<file path="config.mk">
export PLATFORM = sky130hd
export DESIGN_NAME = ack_retry_sender
export DESIGN_NICKNAME = d
export VERILOG_FILES = /design/src/rtl/arsnd_pkg.sv /design/src/rtl/arsnd_cfg.sv /design/src/rtl/arsnd_core.sv /design/src/rtl/ack_retry_sender.sv
export VERILOG_INCLUDE_DIRS = /design/src /design/src/rtl
export SDC_FILE = /design/constraint.sdc
export NUM_CORES = 1
export LEC_CHECK = 0
export ABC_AREA = 1
export ABC_CLOCK_PERIOD_IN_PS = 5400
export BUFFER_PORTS_ARGS = -buffer_cell sky130_fd_sc_hd__buf_2
export CAP_MARGIN = 0
export CORE_AREA = 2 2 147 149
export DETAILED_ROUTE_END_ITERATION = 10
export DIE_AREA = 0 0 149 151
export PLACE_DENSITY = 0.75
export SLEW_MARGIN = 40
export SYNTH_ARGS = -nofsm -noshare
export SYNTH_HDL_FRONTEND = slang
export SYNTH_HIERARCHICAL = 1
export SYNTH_SLANG_ARGS = --single-unit
</file>
<file path="constraint.sdc">
create_clock -name clk -period 5.4 [get_ports clk]
set_input_delay 0.27 -clock clk [delete_from_list [all_inputs] [get_ports clk]]
set_output_delay 0.27 -clock clk [all_outputs]
set_load 0.05 [all_outputs]
</file>
<file path="src/rtl/ack_retry_sender_assert.svh">
// Assertion macros for the stop-and-wait sender core module.
`ifndef ACK_RETRY_SENDER_ASSERT_SVH
`define ACK_RETRY_SENDER_ASSERT_SVH

// Check that cons holds in the same cycle as ante.
`define ARSND_AST_SAME(label, ante, cons) \
  label: assert property (@(posedge clk) disable iff (!rst_n) (ante) |-> (cons)) \
    else $error("ack_retry_sender: same-cycle check failed");

// Check that cons holds in the cycle after ante.
`define ARSND_AST_NEXT(label, ante, cons) \
  label: assert property (@(posedge clk) disable iff (!rst_n) (ante) |=> (cons)) \
    else $error("ack_retry_sender: next-cycle check failed");

`endif

</file>
<file path="src/rtl/arsnd_pkg.sv">
// Types and codes shared by the stop-and-wait sender modules.
package arsnd_pkg;

  // Event codes on the request channel
  typedef enum logic [1:0] {
    ACT_START  = 2'd0,
    ACT_STATUS = 2'd1,
    ACT_ACK    = 2'd2,
    ACT_TICK   = 2'd3
  } action_t;

  // Result kinds
  typedef enum logic {
    RES_SEND   = 1'b0,
    RES_FINISH = 1'b1
  } res_kind_t;

  // Finish outcomes
  typedef enum logic [1:0] {
    OUT_ACCEPTED  = 2'd0,
    OUT_REJECTED  = 2'd1,
    OUT_EXHAUSTED = 2'd2
  } outcome_t;

  // Configuration register indexes
  typedef enum logic [7:0] {
    CFG_MAX_ATTEMPTS = 8'd0,
    CFG_ACK_TIMEOUT  = 8'd1,
    CFG_OWN_DEVICE   = 8'd2,
    CFG_ACK_TYPE     = 8'd3
  } cfg_idx_t;

  localparam int unsigned CfgDataW = 16;

  // Configuration register reset values
  localparam logic [7:0]  MaxAttemptsRst = 8'd3;
  localparam logic [15:0] AckTimeoutRst  = 16'd100;
  localparam logic [7:0]  OwnDeviceRst   = 8'd0;
  localparam logic [7:0]  AckTypeRst     = 8'd1;

  typedef struct packed {
    logic [7:0]  max_attempts;
    logic [15:0] ack_timeout_ticks;
    logic [7:0]  own_device;
    logic [7:0]  ack_type_code;
  } cfg_t;

  typedef struct packed {
    action_t     action;
    logic [31:0] seq_counter;
    logic        send_ok;
    logic        length_ok;
    logic [7:0]  packet_kind;
    logic [7:0]  sender_device;
    logic        ack_accepted;
  } item_t;

  typedef struct packed {
    logic        valid;
    res_kind_t   kind;
    logic [31:0] frame_counter;
    logic [7:0]  attempt_number;
    outcome_t    outcome;
  } res_t;

endpackage

</file>
<file path="src/rtl/arsnd_cfg.sv">
// Configuration register file of the stop-and-wait sender.
module arsnd_cfg (
  input  logic                              clk,
  input  logic                              rst_n,
  input  logic                              wr_en,
  input  logic [7:0]                        wr_index,
  input  logic [arsnd_pkg::CfgDataW-1:0]    wr_data,
  output arsnd_pkg::cfg_t                   cfg
);
  import arsnd_pkg::*;

  cfg_t cfg_r;
  cfg_t cfg_nxt;

  // Decode the write index; unknown indexes leave the registers alone
  always_comb begin
    cfg_nxt = cfg_r;
    if (wr_en) begin
      unique case (wr_index)
        CFG_MAX_ATTEMPTS: cfg_nxt.max_attempts      = wr_data[7:0];
        CFG_ACK_TIMEOUT:  cfg_nxt.ack_timeout_ticks = wr_data[15:0];
        CFG_OWN_DEVICE:   cfg_nxt.own_device        = wr_data[7:0];
        CFG_ACK_TYPE:     cfg_nxt.ack_type_code     = wr_data[7:0];
        default:          cfg_nxt = cfg_r;
      endcase
    end
  end

  always_ff @(posedge clk) begin
    if (!rst_n) begin
      cfg_r.max_attempts      <= MaxAttemptsRst;
      cfg_r.ack_timeout_ticks <= AckTimeoutRst;
      cfg_r.own_device        <= OwnDeviceRst;
      cfg_r.ack_type_code     <= AckTypeRst;
    end else begin
      cfg_r <= cfg_nxt;
    end
  end

  assign cfg = cfg_r;

endmodule

</file>
<file path="src/rtl/arsnd_core.sv">
// Transfer state and per-event decision logic of the stop-and-wait sender.
module arsnd_core (
  input  logic             clk,
  input  logic             rst_n,
  input  logic             ev_valid,
  input  arsnd_pkg::item_t item,
  input  arsnd_pkg::cfg_t  cfg,
  output arsnd_pkg::res_t  res
);
  import arsnd_pkg::*;

  logic        busy_r, busy_nxt;
  logic        awaiting_r, awaiting_nxt;
  logic [31:0] pending_r, pending_nxt;
  logic [7:0]  attempt_r, attempt_nxt;
  logic [15:0] elapsed_r, elapsed_nxt;

  logic [8:0]  next_attempt;
  logic        exhaust;
  logic        retry;
  logic        ack_match;
  logic [15:0] elapsed_inc;

  assign next_attempt = {1'b0, attempt_r} + 9'd1;
  assign exhaust      = next_attempt >= {1'b0, cfg.max_attempts};
  assign elapsed_inc  = (elapsed_r == 16'hFFFF) ? elapsed_r : elapsed_r + 16'd1;
  assign ack_match    = item.length_ok && (item.packet_kind == cfg.ack_type_code) &&
                        (item.sender_device == cfg.own_device) &&
                        (item.seq_counter == pending_r);

  // Work out the next state and the result of the event
  always_comb begin
    busy_nxt     = busy_r;
    awaiting_nxt = awaiting_r;
    pending_nxt  = pending_r;
    attempt_nxt  = attempt_r;
    elapsed_nxt  = elapsed_r;
    retry        = 1'b0;
    res          = '0;

    if (ev_valid) begin
      unique case (item.action)
        ACT_START: begin
          if (!busy_r) begin
            pending_nxt       = item.seq_counter;
            attempt_nxt       = 8'd0;
            awaiting_nxt      = 1'b0;
            elapsed_nxt       = 16'd0;
            res.valid         = 1'b1;
            res.frame_counter = item.seq_counter;
            if (cfg.max_attempts == 8'd0) begin
              res.kind    = RES_FINISH;
              res.outcome = OUT_EXHAUSTED;
            end else begin
              busy_nxt = 1'b1;
              res.kind = RES_SEND;
            end
          end
        end
        ACT_STATUS: begin
          if (busy_r && !awaiting_r) begin
            if (item.send_ok) begin
              awaiting_nxt = 1'b1;
              elapsed_nxt  = 16'd0;
            end else begin
              retry = 1'b1;
            end
          end
        end
        ACT_ACK: begin
          if (awaiting_r && ack_match) begin
            awaiting_nxt       = 1'b0;
            busy_nxt           = 1'b0;
            elapsed_nxt        = 16'd0;
            res.valid          = 1'b1;
            res.kind           = RES_FINISH;
            res.frame_counter  = pending_r;
            res.attempt_number = attempt_r;
            res.outcome        = item.ack_accepted ? OUT_ACCEPTED : OUT_REJECTED;
          end
        end
        ACT_TICK: begin
          if (awaiting_r) begin
            elapsed_nxt = elapsed_inc;
            if (elapsed_inc >= cfg.ack_timeout_ticks) retry = 1'b1;
          end
        end
        default: begin
          res = '0;
        end
      endcase
    end

    // Advance to the next attempt or give up
    if (retry) begin
      awaiting_nxt      = 1'b0;
      elapsed_nxt       = 16'd0;
      res.valid         = 1'b1;
      res.frame_counter = pending_r;
      if (exhaust) begin
        busy_nxt           = 1'b0;
        res.kind           = RES_FINISH;
        res.attempt_number = attempt_r;
        res.outcome        = OUT_EXHAUSTED;
      end else begin
        attempt_nxt        = next_attempt[7:0];
        res.kind           = RES_SEND;
        res.attempt_number = next_attempt[7:0];
        res.outcome        = OUT_ACCEPTED;
      end
    end
  end

  // Hold the transfer state
  always_ff @(posedge clk) begin
    if (!rst_n) begin
      busy_r     <= 1'b0;
      awaiting_r <= 1'b0;
      pending_r  <= '0;
      attempt_r  <= '0;
      elapsed_r  <= '0;
    end else begin
      busy_r     <= busy_nxt;
      awaiting_r <= awaiting_nxt;
      pending_r  <= pending_nxt;
      attempt_r  <= attempt_nxt;
      elapsed_r  <= elapsed_nxt;
    end
  end

`include "ack_retry_sender_assert.svh"

  `ARSND_AST_SAME(a_wait_needs_busy, awaiting_r, busy_r)
  `ARSND_AST_SAME(a_ticks_only_waiting, elapsed_r != 16'd0, awaiting_r)
  `ARSND_AST_NEXT(a_finish_frees, res.valid && (res.kind == RES_FINISH), !busy_r && !awaiting_r)

endmodule

</file>
<file path="src/rtl/ack_retry_sender.sv">
// Top level of the stop-and-wait sender: request, result and register ports.
//
//   channel | direction | handshake            | payload
//   in_     | input     | in_valid / in_ready   | action, counter, status and ack fields
//   out_    | output    | out_valid / out_ready | result kind, counter, attempt, outcome
//   cfg_    | input     | cfg_valid / cfg_ready | register index, write data
//
// While out_ready is high, one request per cycle is sustained; a request passes an
// input register, the decision logic and a result register, and its result shows on
// out_valid once it enters the result register. A request leaves the input register
// only when the result register is free or being emptied, so while a result waits
// with out_ready low and the input register full, in_ready is low in that same cycle.
// Synchronous active-low reset clears all control state; cfg_ready is always high.
module ack_retry_sender (
  input  logic                           clk,
  input  logic                           rst_n,
  input  logic                           in_valid,
  output logic                           in_ready,
  input  logic [1:0]                     in_action,
  input  logic [31:0]                    in_seq_counter,
  input  logic                           in_send_ok,
  input  logic                           in_length_ok,
  input  logic [7:0]                     in_packet_kind,
  input  logic [7:0]                     in_sender_device,
  input  logic                           in_ack_accepted,
  output logic                           out_valid,
  input  logic                           out_ready,
  output logic                           out_result_kind,
  output logic [31:0]                    out_frame_counter,
  output logic [7:0]                     out_attempt_number,
  output logic [1:0]                     out_outcome,
  input  logic                           cfg_valid,
  output logic                           cfg_ready,
  input  logic [7:0]                     cfg_index,
  input  logic [arsnd_pkg::CfgDataW-1:0] cfg_data
);
  import arsnd_pkg::*;

  cfg_t  cfg;
  item_t item_r, item_nxt;
  logic  inq_valid_r, inq_valid_nxt;
  res_t  res;
  res_t  out_r, out_nxt;
  logic  adv;

  assign cfg_ready = 1'b1;

  arsnd_cfg u_cfg (
    .clk      (clk),
    .rst_n    (rst_n),
    .wr_en    (cfg_valid),
    .wr_index (cfg_index),
    .wr_data  (cfg_data),
    .cfg      (cfg)
  );

  // Advance a request when the result register can take its outcome
  assign adv      = inq_valid_r && (!out_r.valid || out_ready);
  assign in_ready = !inq_valid_r || adv;

  // Capture an incoming request
  always_comb begin
    item_nxt      = item_r;
    inq_valid_nxt = inq_valid_r && !adv;
    if (in_valid && in_ready) begin
      item_nxt.action        = action_t'(in_action);
      item_nxt.seq_counter   = in_seq_counter;
      item_nxt.send_ok       = in_send_ok;
      item_nxt.length_ok     = in_length_ok;
      item_nxt.packet_kind   = in_packet_kind;
      item_nxt.sender_device = in_sender_device;
      item_nxt.ack_accepted  = in_ack_accepted;
      inq_valid_nxt          = 1'b1;
    end
  end

  arsnd_core u_core (
    .clk      (clk),
    .rst_n    (rst_n),
    .ev_valid (adv),
    .item     (item_r),
    .cfg      (cfg),
    .res      (res)
  );

  // Load or drain the result register
  always_comb begin
    out_nxt = out_r;
    if (adv) begin
      out_nxt = res;
    end else if (out_ready) begin
      out_nxt.valid = 1'b0;
    end
  end

  always_ff @(posedge clk) begin
    if (!rst_n) begin
      inq_valid_r <= 1'b0;
      out_r       <= '0;
    end else begin
      inq_valid_r <= inq_valid_nxt;
      out_r       <= out_nxt;
    end
  end

  // Request payload register needs no reset
  always_ff @(posedge clk) begin
    item_r <= item_nxt;
  end

  assign out_valid          = out_r.valid;
  assign out_result_kind    = out_r.kind;
  assign out_frame_counter  = out_r.frame_counter;
  assign out_attempt_number = out_r.attempt_number;
  assign out_outcome        = out_r.outcome;

endmodule
</file>
; ---- Yosys cells after proc, flatten, opt, wreduce, memory -nomap -nowiden
; Cells that the tools add are included.
[classes]
muxes = 45
n_reduce_logical = 27
order_cmp = 2
bitwise_logic = 2
n_eq_ne = 15
add_sub_neg = 2
[ops]
columns = cell, n
row1 = two-way mux 16 bit, 6
row2 = two-way mux 44 bit, 2
row3 = case mux 34 bit (2 select lines), 1
row4 = case mux 16 bit (4 select lines), 1
row5 = two-way mux 8 bit, 6
row6 = two-way mux 34 bit, 1
row7 = == test 32 bit, 1
row8 = two-way mux 1 bit, 21
row9 = "adder 16 x 1 -> 16 bit, second input constant", 1
row10 = "== test 16 bit, second input constant", 1
row11 = "== test 8 x 2 -> 1 bit, second input constant", 2
row12 = == test 8 bit, 2
row13 = greater-or-equal comparator 16 bit, 1
row14 = logical NOT 8 bit, 2
row15 = AND reduction 6 bit, 2
row16 = two-way mux 10 bit, 1
row17 = "adder 8 x 1 -> 9 bit, second input constant", 1
row18 = greater-or-equal comparator 9 x 8 -> 1 bit, 1
row19 = "== test 8 x 1 -> 1 bit, second input constant", 1
row20 = logical AND 1 bit, 8
row21 = AND reduction 2 bit, 4
row22 = "!= test 2 x 1 -> 1 bit, second input constant", 3
row23 = "== test 2 bit, second input constant", 2
row24 = logical NOT 1 bit, 4
row25 = other kinds (13), 18
[totals]
regBits = 196
out_inout_bits = 46
word_cells = 115
inputBits = 82

; ---- Logic depth before layout (Yosys ltp)
; Gate-level depths: netlist (run 1).
[logic_depth]
ltp_word = 10
depth_mapped = 28
mapped_depth_nobuf = 27

; ---- By module
; Netlist (run 1), hierarchy kept.
[modules_own_cells]
columns = mod, n_inst, cells_per_inst, seq_area_each_um2, area_per_inst_um2
row1 = arsnd_core, 1, 1028, 1161.1, 5890.6
row2 = ack_retry_sender, 1, 350, 2492.4, 3689.8
row3 = arsnd_cfg, 1, 250, 800.8, 1788.0

; ---- Worst setup path after synthesis (run 1)
; Ideal clock, no wire load.
[synth_path]
path_kind = register to register
start = reg u_core.elapsed_r[0]
end = reg out_r, in the netlist out_frame_counter[29]
required_ns = 5.336
slack_ns = 2.467
path_buffers = 2
path_stages_with_launch = 27
arrival_ns = 2.868
synth_period_minus_slack_ns = 2.933
setup_time_ns = 0.064
cell_sequence = dfxtp_1 ha_1 nand3_1 or2_1 nor2_4 inv_1 buf_6 nor2_1 nor2_1 ha_1 inv_1 o21bai_1 nand2_1 nand2_1 nand2_1 nand2_1 nand2_1 nand3_1 nand2_1 nand2_2 clkbuf_1 nand3_1 o21ai_1 inv_1 nand3_1 nand2_1 nor2_1
[synth_lines]
columns = element, line_no
row1 = from (decl), arsnd_core.sv:16  ; logic [15:0] elapsed_r, elapsed_nxt;
row2 = from (signal assigned), arsnd_core.sv:127  ; elapsed_r <= elapsed_nxt;
row3 = to (signal assigned), ack_retry_sender.sv:102  ; out_r <= out_nxt;
row4 = to (decl), ack_retry_sender.sv:43  ; res_t out_r, out_nxt;

==> flow_summary.json, run 1 <==
{
  "worstReg2RegEnd": "out_frame_counter[31]",
  "slowest_delay_ps": 410,
  "grt_use_met1_pct": 41.70,
  "path_buf_inv": 3,
  "fin_crit_sh_pct": 70.50,
  "power_switching_w": 0.0009813,
  "clock_path_buffers": 2,
  "leakage_nw": 5.674,
  "synthesis.area_mm2": 0.01137,
  "die_h_um": 151,
  "routed-via-count": 10860,
  "cts_tree": "yes",
  "switching_share_pct": 29.62,
  "critical_path_class": "flop to flop",
  "yosys_warnings": 6,
  "finalWirelength_um": 30650,
  "postPlaceCellArea_mm2": 0.01196,
  "cts_setup_buffers": 0,
  "setup_violations": 0,
  "drive_gt1_share_pct": 13.38,
  "worstPathArrival_ps": 4140,
  "multi_input_area_mm2": 0.005663,
  "skew_ps": 10.90,
  "rr_worst_depth": 25,
  "grt_usage_pct": 27.48,
  "synth_top_area_share_pct": 25.18,
  "start_util_pct": 54.60,
  "clk_pin_slew_ps": 80,
  "worst_pin_slew_ps": 749.0,
  "cp.required_ps": 5730,
  "dpl.hpwl_um": 21530,
  "rsz0062_at_grt": "false",
  "hold-path-cell-count": 1,
  "crit_family": "simple AND/OR/NAND/NOR gates",
  "fp.dieW_um": 149,
  "whs_ps": 11.33,
  "async_flop_share_pct": 0,
  "fin_tns_setup_ps": 0,
  "crit_fanout": 12,
  "layout_commonest_cell": "nand2_1",
  "dieArea_mm2": 0.02250,
  "yosys-top-cells-area": "dfxtp_1 (25%), edfxtp_1 (14%), nand2_1 (13%)",
  "relSlewSlack_pct": 50.01,
  "r2r_start": "u_core/elapsed_r[0]",
  "finalPower_w": 0.003313,
  "cts_buffers": 17,
  "grt_pass1_wl_um": 49300,
  "avgRoutedWirePerCell_um": 15.09,
  "cp-end-kind": "flop",
  "yosysSeqAreaShare_pct": 39.18,
  "min_to": "item_r[47]",
  "via_per_inst": 5.348,
  "period_needed_ps": 3807,
  "mostFrequentLayoutCells": "nand2_1 (381), inv_1 (206), nor2_1 (182)",
  "cp-start-kind": "flop",
  "clk_latency_ps": 430,
  "synth_edf_count": 53,
  "hold_path.class": "input port to flop",
  "synth_cells": 1628,
  "root_buffer": "clkbuf_16",
  "synth_nets": 1736,
  "irDropWorstVdd_v": 0.0002262,
  "cts.sinks": 196,
  "clkPwrFrac_pct": 37.3,
  "drt_pre_antenna_iters": 5,
  "slowest_stage": "dfxtp_1",
  "fmax_mhz": 262.7,
  "fillers": 1907,
  "areaGrowthSynthToFinish_pct": 13.47,
  "seq_power_share_pct": 49.2,
  "final_nets": 1851,
  "grt_pass1_vias": 9574,
  "synth_top_area_cell": "dfxtp_1",
  "use_met2_pct": 40.51,
  "combPwrFrac_pct": 13.5,
  "cts_resized": 0,
  "ff_latch_area_mm2": 0.004456,
  "synth_cell_types": 51,
  "drv_cap": 0,
  "diodes": 0,
  "busiest_layer": "met1",
  "grt_overflow": 0,
  "core_mm2": 0.02082,
  "use_met3_pct": 4.819,
  "avgSynthCellArea_um2": 6.983,
  "ant_nets": 0,
  "htreeDepth": 4,
  "drc": 0,
  "maxSlewViolCount": 0,
  "fp-row-count": 53,
  "timing_hold_violations_final": 0,
  "crit_path_start": "u_core/elapsed_r[0]",
  "min_from": "in_seq_counter[28]",
  "power_density_mw_per_mm2": 256.8,
  "io_pins": 128,
  "critPathMostFrequentCell": "nand2_1",
  "status": "finished, final reports clean",
  "gp_congestion": 0.9594,
  "port_buffers": 126,
  "internal_power_w": 0.002332,
  "ys_seq_elements": 196,
  "drtIter0Drc": 1338,
  "grt_max_degree": 89,
  "synthFlopType": "dfxtp_1",
  "r2r_slack_ps": 1590,
  "design_area_mm2": 0.01290,
  "antenna_found_initial": 0
}
==> worst register-to-register path, delay by kind of cell, from the launching register on <==
kind / cells / cell delay [ps]
compound gates: 4 / 470
xor+xnor: 1 / 270
fa+ha+maj: 2 / 520
buf+inv: 3 / 260
flops: 1 / 410
simple gates: 15 / 1770
==> cell usage after synthesis (3+ instances only) <==
library cell	n
nand2_1	381
inv_1	208
nor2_1	182
nand3_1	173
a21oi_1	153
dfxtp_1	143
edfxtp_1	53
o21ai_0	36
o21ai_1	34
nand4_1	30
buf_2	28
ha_1	26
clkbuf_1	23
a21oi_2	17
buf_6	15
nor3_1	14
xnor2_1	14
xor2_1	13
nor2_2	9
nand2_2	8
a21boi_2	6
nor2_4	6
nor4_1	6
buf_4	5
inv_2	5
buf_1	4
nor3b_1	4
or2_2	3
==> logic make-up after synthesis <==
family | count (synthesis) | synth area share, %
AND/OR/NAND/NOR | 832 | 32.37
buffers and inverters | 289 | 11.01
AO/OA/AOI/OAI | 257 | 12.47
flip-flops | 196 | 39.18
XOR/XNOR | 27 | 2.080
adder cells (fa/ha/maj) | 26 | 2.862
other | 1 | 0.03299
==> power by group through the flow <==
stage / Sequential [W] / Combinational (W) / Clock (W)
detailed placement: 0.00166 / 0.000420 / 0
floorplan: 0.00171 / 0.000248 / 0
CTS: 0.00163 / 0.000440 / 0.00125
global placement: 0.00166 / 0.000419 / 0
global route: 0.00164 / 0.000494 / 0.00131
finish: 0.00163 / 0.000449 / 0.00124
==> routing by layer <==
metal  up-vias  part of all wire (%)  wire length [um]
met5         -                     0                 0
met4         0                   1.4               437
li1       5500                     -                 -
met3        33                   8.1              2473
met2       459                    43             13210
met1      4870                    47             14520
==> flip-flops by register name, indices dropped and copies added (netlist names) <==
register            cells
inq_valid_r             1
item_r                 53
out_attempt_number      8
out_frame_counter      32
out_outcome             2
out_result_kind         1
out_valid               1
u_cfg/cfg              40
u_core/attempt_r        8
u_core/awaiting_r       1
u_core/busy_r           1
u_core/elapsed_r       16
u_core/pending_r       32
==> per-stage QoR <==
step / std cells / util (%) / worst slack, ps
after floorplan: 1628 / - / 2467
after global placement: 1962 / 57.43 / 1758
after detailed placement: 1962 / 57.45 / 1697
after CTS: 2027 / 61.72 / 1666
after global routing: 2031 / 61.95 / 1130
final: 2031 / 61.95 / 1593
==> timing repair <==
item / CTS / global route
hold buffers: 33 / 2
setup endpoints to repair: 0 / 0
endpoints found under the hold margin: 33 / 2
==> area by class of cell <==
cell class              count  share of cell area (%)
clock buffers              18                   3.327
multi-input cells        1143                   43.90
flip-flops and latches    196                   34.54
inverters                 214                   6.237
repair buffers            171                   8.322
well taps                 275                   2.667
clock inverters            14                   1.009
==> how the worst max path moves through the flow <==
stage | end | slack (ps) | cells past startpoint
5_1_grt | out_frame_counter[31] | 1130 | 25
6_report | out_frame_counter[31] | 1590 | 25
4_1_cts | out_frame_counter[31] | 1670 | 25
3_3_place_gp | out_frame_counter[31] | 1760 | 25
3_5_place_dp | out_frame_counter[31] | 1700 | 25
2_1_floorplan | out_frame_counter[29] | 2470 | 26
Power figures use the tool's default switching activity.
==> inputs of run 2 (changes only) <==
- ABC_CLOCK_PERIOD_IN_PS: 5400 -> 3300
- CORE_AREA: 2 2 147 149 -> 2 2 149 151
- DIE_AREA: 0 0 149 151 -> 0 0 151 153
- PLACE_DENSITY: 0.75 -> 0.76
- clock period: 5.4 -> 3.3 ns (I/O delays scaled with it)
==> run 2 against run 1 <==
  * Non-clock buffer count up 48
  * Fmax up 18%
  * Register-to-register slack worse by 1500 ps
  * Total power up 68%
  * Clock-buffer cell count up 1
  * Sequential power up 63%
  * Combinational power up 72%
  * Clock power up 71%
  * Highest routed layer unchanged
==> flow_summary.json, run 2 (same netlist as run 1, synthesis figures left out) <==
{
  "fp-row-count": 54,
  "avgRoutedWirePerCell_um": 15.26,
  "port_buffers": 126,
  "fp.dieW_um": 151,
  "leakage_nw": 6.055,
  "grt_pass1_vias": 10030,
  "power_density_mw_per_mm2": 405.4,
  "fin_crit_sh_pct": 97.68,
  "hold_path.class": "input port to flop",
  "drive_gt1_share_pct": 17.35,
  "fin_cells": 2084,
  "fmax_mhz": 310.2,
  "critPathMostFrequentCell": "nand2_4",
  "dp_slack_ps": -47.90,
  "cp.required_ps": 3640,
  "dp_cells": 1982,
  "period_needed_ps": 3224,
  "slowest_stage": "dfxtp_4",
  "cp-start-kind": "flop",
  "drtIter0Drc": 1236,
  "final_nets": 1899,
  "critical_path_class": "flop to flop",
  "layout_commonest_cell": "nand2_1",
  "grt_usage_pct": 27.03,
  "design_area_mm2": 0.01370,
  "gp_congestion": 0.9384,
  "worst_pin_slew_ps": 698.1,
  "slowest_delay_ps": 400,
  "relSlewSlack_pct": 53.35,
  "skew_ps": 15.48,
  "via_per_inst": 5.371,
  "rsz0062_at_grt": "true",
  "finalPower_w": 0.005556,
  "finalWirelength_um": 31810,
  "areaGrowthSynthToFinish_pct": 20.55,
  "grt_max_degree": 89,
  "start_util_pct": 52.91,
  "setup_violations": 0,
  "irDropWorstVdd_v": 0.0003564,
  "clock_path_buffers": 2,
  "worstPathArrival_ps": 3570,
  "crit_fanout": 8,
  "r2r_start": "u_core/elapsed_r[1]",
  "grt_pass1_wl_um": 50200,
  "maxSlewViolCount": 0,
  "cts.sinks": 196,
  "cts_buffers": 17,
  "postPlaceCellArea_mm2": 0.01211,
  "regMostFlops": "item_r",
  "min_from": "cfg_data[12]",
  "status": "finished, final reports clean",
  "setup_slack_ps": 76.40,
  "htreeDepth": 4,
  "dieArea_mm2": 0.02310,
  "grt_overflow": 0,
  "root_buffer": "clkbuf_16",
  "core_mm2": 0.02149,
  "clk_latency_ps": 450,
  "drc": 0,
  "die_h_um": 153,
  "drv_cap": 0,
  "dpl.hpwl_um": 21530,
  "path_cells": "ha_4, nand2_2, inv_2, nand4_4, nor2_4, nand2_2, inv_2, nand2_4, nand2_4, xor2_2, ha_1, a21oi_2, o21ai_1, a21oi_1, nand3_2, nand2_4, nand2_8, clkbuf_16, nand3_1, o21ai_1, inv_1, nand3_2, nand2_1, nor2_1",
  "diodes": 0,
  "timing_hold_violations_final": 0,
  "routed-via-count": 11190,
  "crit_path_start": "u_core/elapsed_r[1]",
  "io_pins": 128,
  "mostFrequentLayoutCells": "nand2_1 (371), inv_1 (204), nor2_1 (178)",
  "largest_reg_flops": 53,
  "antenna_found_initial": 0,
  "drt_pre_antenna_iters": 5,
  "cts_tree": "yes",
  "clk_pin_slew_ps": 80,
  "ant_nets": 0,
  "cp-end-kind": "flop"
}
[run 2: path summary, 6_finish.rpt]
check / endpoint / slack, ps / cells after the start
setup / recovery: out_frame_counter[8] / 80 / 24
hold / removal: u_cfg/cfg[28] / 30 / 5
setup reg to reg: out_frame_counter[8] / 80 / 24
hold reg to reg: out_frame_counter[23] / 460 / 2
[run 2: cell type report]
| type | instances | area [um2] |
|---|---|---|
| Inverter | 214 | 805.8 |
| Timing Repair Buffer | 219 | 1555 |
| Multi-Input combinational cell | 1143 | 5931 |
| Fill cell | 1884 | 7781 |
| Sequential cell | 196 | 4473 |
| Tap cell | 280 | 350.3 |
| Clock buffer | 19 | 455.4 |
| Clock inverter | 13 | 133.9 |
[run 2: critical path: cells and delay by family (launching register included)]
kind,cells,cell delay [ps]
and+or+nand+nor,13,1160
adders and majority gates,2,440
xor gates and xnor gates,1,150
AOI/OAI and AO/OA,4,490
DFF,1,400
buffers and inverters,4,470
[run 2: through the flow]
step                hold WS, ps  utilization (%)  setup TNS (ps)
floorplan                 263.9                -               0
global placement          341.6            56.31         -0.3659
detailed placement        343.1            56.38          -98.04
CTS                       22.63            62.08               0
global route              47.02            63.78           -3776
finish                    34.37            63.78               0
[run 2: timing repair]
| item | 4_1_cts | 5_1_grt |
|---|---|---|
| pin swaps | 1 | 23 |
| buffers inserted | 0 | 11 |
| cloned | 1 | 1 |
| gates resized for setup | 10 | 66 |
| hold buffers | 57 | 0 |
| endpoints found under the hold margin | 57 | 0 |
| setup endpoints to repair | 43 | 70 |
[run 2: where the power goes]
part,total (W),internal (W),switching [W],leakage [nW]
clock,0.00212,0.00112,0.00100,0.298
sequential,0.00266,0.00257,0.0000909,1.68
combinational,0.000772,0.000263,0.000508,4.07
[run 2: metal layers]
layer	global-route usage (%)	vias up	share of wire, %
met5	0	-	0
met4	8.456	0	1.9
met3	4.896	49	8.4
met2	41.17	511	45
met1	38.94	5050	45
li1	-	5583	-
==> inputs of run 3 (changes only) <==
- SETUP_SLACK_MARGIN: not set -> 0.4
==> run 3 against run 2 <==
  * Total power grew 0.81%
  * Largest cell class unchanged
  * First-iteration DRC count increased by 21%
  * Clock-buffer cell count unchanged
  * Wire length rose by 6.1%
  * Combinational power is 3.8% higher
  * Non-clock buffer count increased by 11
==> flow_summary.json, run 3 (same netlist as run 1, synthesis figures left out) <==
{
  "status": "finished, final reports clean",
  "fmax_mhz": 303.7,
  "grt_pass1_wl_um": 51270,
  "drv_cap": 0,
  "critical_path_class": "flop to flop",
  "hold_path.class": "input port to flop",
  "drc": 0,
  "final_nets": 1910,
  "diodes": 0,
  "io_pins": 128,
  "postPlaceCellArea_mm2": 0.01211,
  "timing_hold_violations_final": 0,
  "maxSlewViolCount": 0,
  "layout_commonest_cell": "nand2_1",
  "start_util_pct": 52.91,
  "grt_max_degree": 89,
  "cp.required_ps": 3670,
  "finalWirelength_um": 33750,
  "dpl.hpwl_um": 21530,
  "via_per_inst": 5.465,
  "avgRoutedWirePerCell_um": 16.11,
  "setup_violations": 0,
  "power_density_mw_per_mm2": 392.7,
  "drive_gt1_share_pct": 21.82,
  "period_needed_ps": 3293,
  "fin_crit_sh_pct": 99.79,
  "path_buf_inv": 5,
  "irDropWorstVdd_v": 0.0003585,
  "areaGrowthSynthToFinish_pct": 25.45,
  "multi_input_area_mm2": 0.006271,
  "drtIter0Drc": 1490,
  "clk_pin_slew_ps": 80,
  "fp-row-count": 54,
  "port_buffers": 126,
  "dieArea_mm2": 0.02310,
  "die_h_um": 153,
  "root_buffer": "clkbuf_16",
  "worst_pin_slew_ps": 730.6,
  "ff_latch_area_mm2": 0.004486,
  "antenna_found_initial": 0,
  "worstPathArrival_ps": 3670,
  "mostFrequentLayoutCells": "nand2_1 (356), inv_1 (199), nor2_1 (177)",
  "slowest_stage": "dfxtp_4",
  "regMostFlops": "item_r",
  "cp-start-kind": "flop",
  "drt_pre_antenna_iters": 6,
  "largest_reg_flops": 53,
  "leakage_nw": 6.211,
  "final_core_util_pct": 66.38,
  "rsz0062_at_grt": "true",
  "gp_congestion": 0.9384,
  "grt_pass1_vias": 10250,
  "cp-end-kind": "flop",
  "skew_ps": 17.80,
  "slowest_delay_ps": 390,
  "core_mm2": 0.02149,
  "clock_path_buffers": 2,
  "critPathMostFrequentCell": "nand2_1",
  "grt_usage_pct": 27.59,
  "cts.sinks": 196,
  "htreeDepth": 4,
  "design_area_mm2": 0.01426,
  "ant_nets": 0,
  "fillers": 1809,
  "clk_latency_ps": 450,
  "crit_fanout": 8,
  "grt_overflow": 0,
  "cts_buffers": 17,
  "relSlewSlack_pct": 51.24,
  "cts_tree": "yes",
  "fp.dieW_um": 151,
  "routed-via-count": 11450,
  "crit_family": "simple AND/OR/NAND/NOR gates"
}
-- run 3: per-layer routing --
layer	GRT usage [%]	wire length (um)
met5	0	0
met4	8.945	819
met3	4.896	2988
met2	42.10	15350
met1	39.60	14590
-- run 3: report_power, final --
part / switching [W] / total [W] / internal, W
Sequential: 0.0000930 / 0.00266 / 0.00257
Clock: 0.00102 / 0.00214 / 0.00112
Combinational: 0.000525 / 0.000801 / 0.000276
Total: 0.00164 / 0.00560 / 0.00396
-- run 3: layout make-up --
class,count,share of cell area (%)
Clock buffer,19,3.194
Clock inverter,13,0.9388
Inverter,214,5.668
Multi-Input combinational cell,1143,43.97
Sequential cell,196,31.45
Tap cell,280,2.457
Timing Repair Buffer,230,12.32
-- run 3: worst paths after layout --
check | startpoint | end | slack (ps) | cells after the start
setup reg to reg | u_core/elapsed_r[0] | out_attempt_number[0] | 7 | 26
setup / recovery | u_core/elapsed_r[0] | out_attempt_number[0] | 7 | 26
hold reg to reg | out_frame_counter[23] | out_frame_counter[23] | 460 | 2
hold / removal | cfg_data[12] | u_cfg/cfg[28] | 20 | 5
-- run 3: repair_timing --
| item | 4_1_cts | 5_1_grt |
|---|---|---|
| cloned | 3 | 3 |
| hold buffers | 57 | 0 |
| setup endpoints to repair | 69 | 100 |
| endpoints found under the hold margin | 57 | 0 |
| pin swaps | 20 | 45 |
| resized for setup | 57 | 116 |
| buffers inserted | 13 | 5 |
-- run 3: tightest hold or removal path, cell delays in order --
cell and delay (ps):
buf_2 70, inv_1 30, nand3_1 60, nand2_1 50
nor2_1 70
-- run 3: metrics by stage --
stage | hold slack [ps] | instances | setup WS (ps) | power, W | TNS (ps)
floorplan | 263.9 | 1628 | 367.1 | 0.003200 | 0
global placement | 341.6 | 1981 | -0.3659 | 0.003400 | -0.3659
detailed placement | 343.1 | 1982 | -47.90 | 0.003412 | -98.04
CTS | 22.63 | 2087 | 170.3 | 0.005558 | 0
global route | 46.80 | 2095 | -170.5 | 0.005803 | -3902
finish | 23.49 | 2095 | 6.881 | 0.005601 | 0
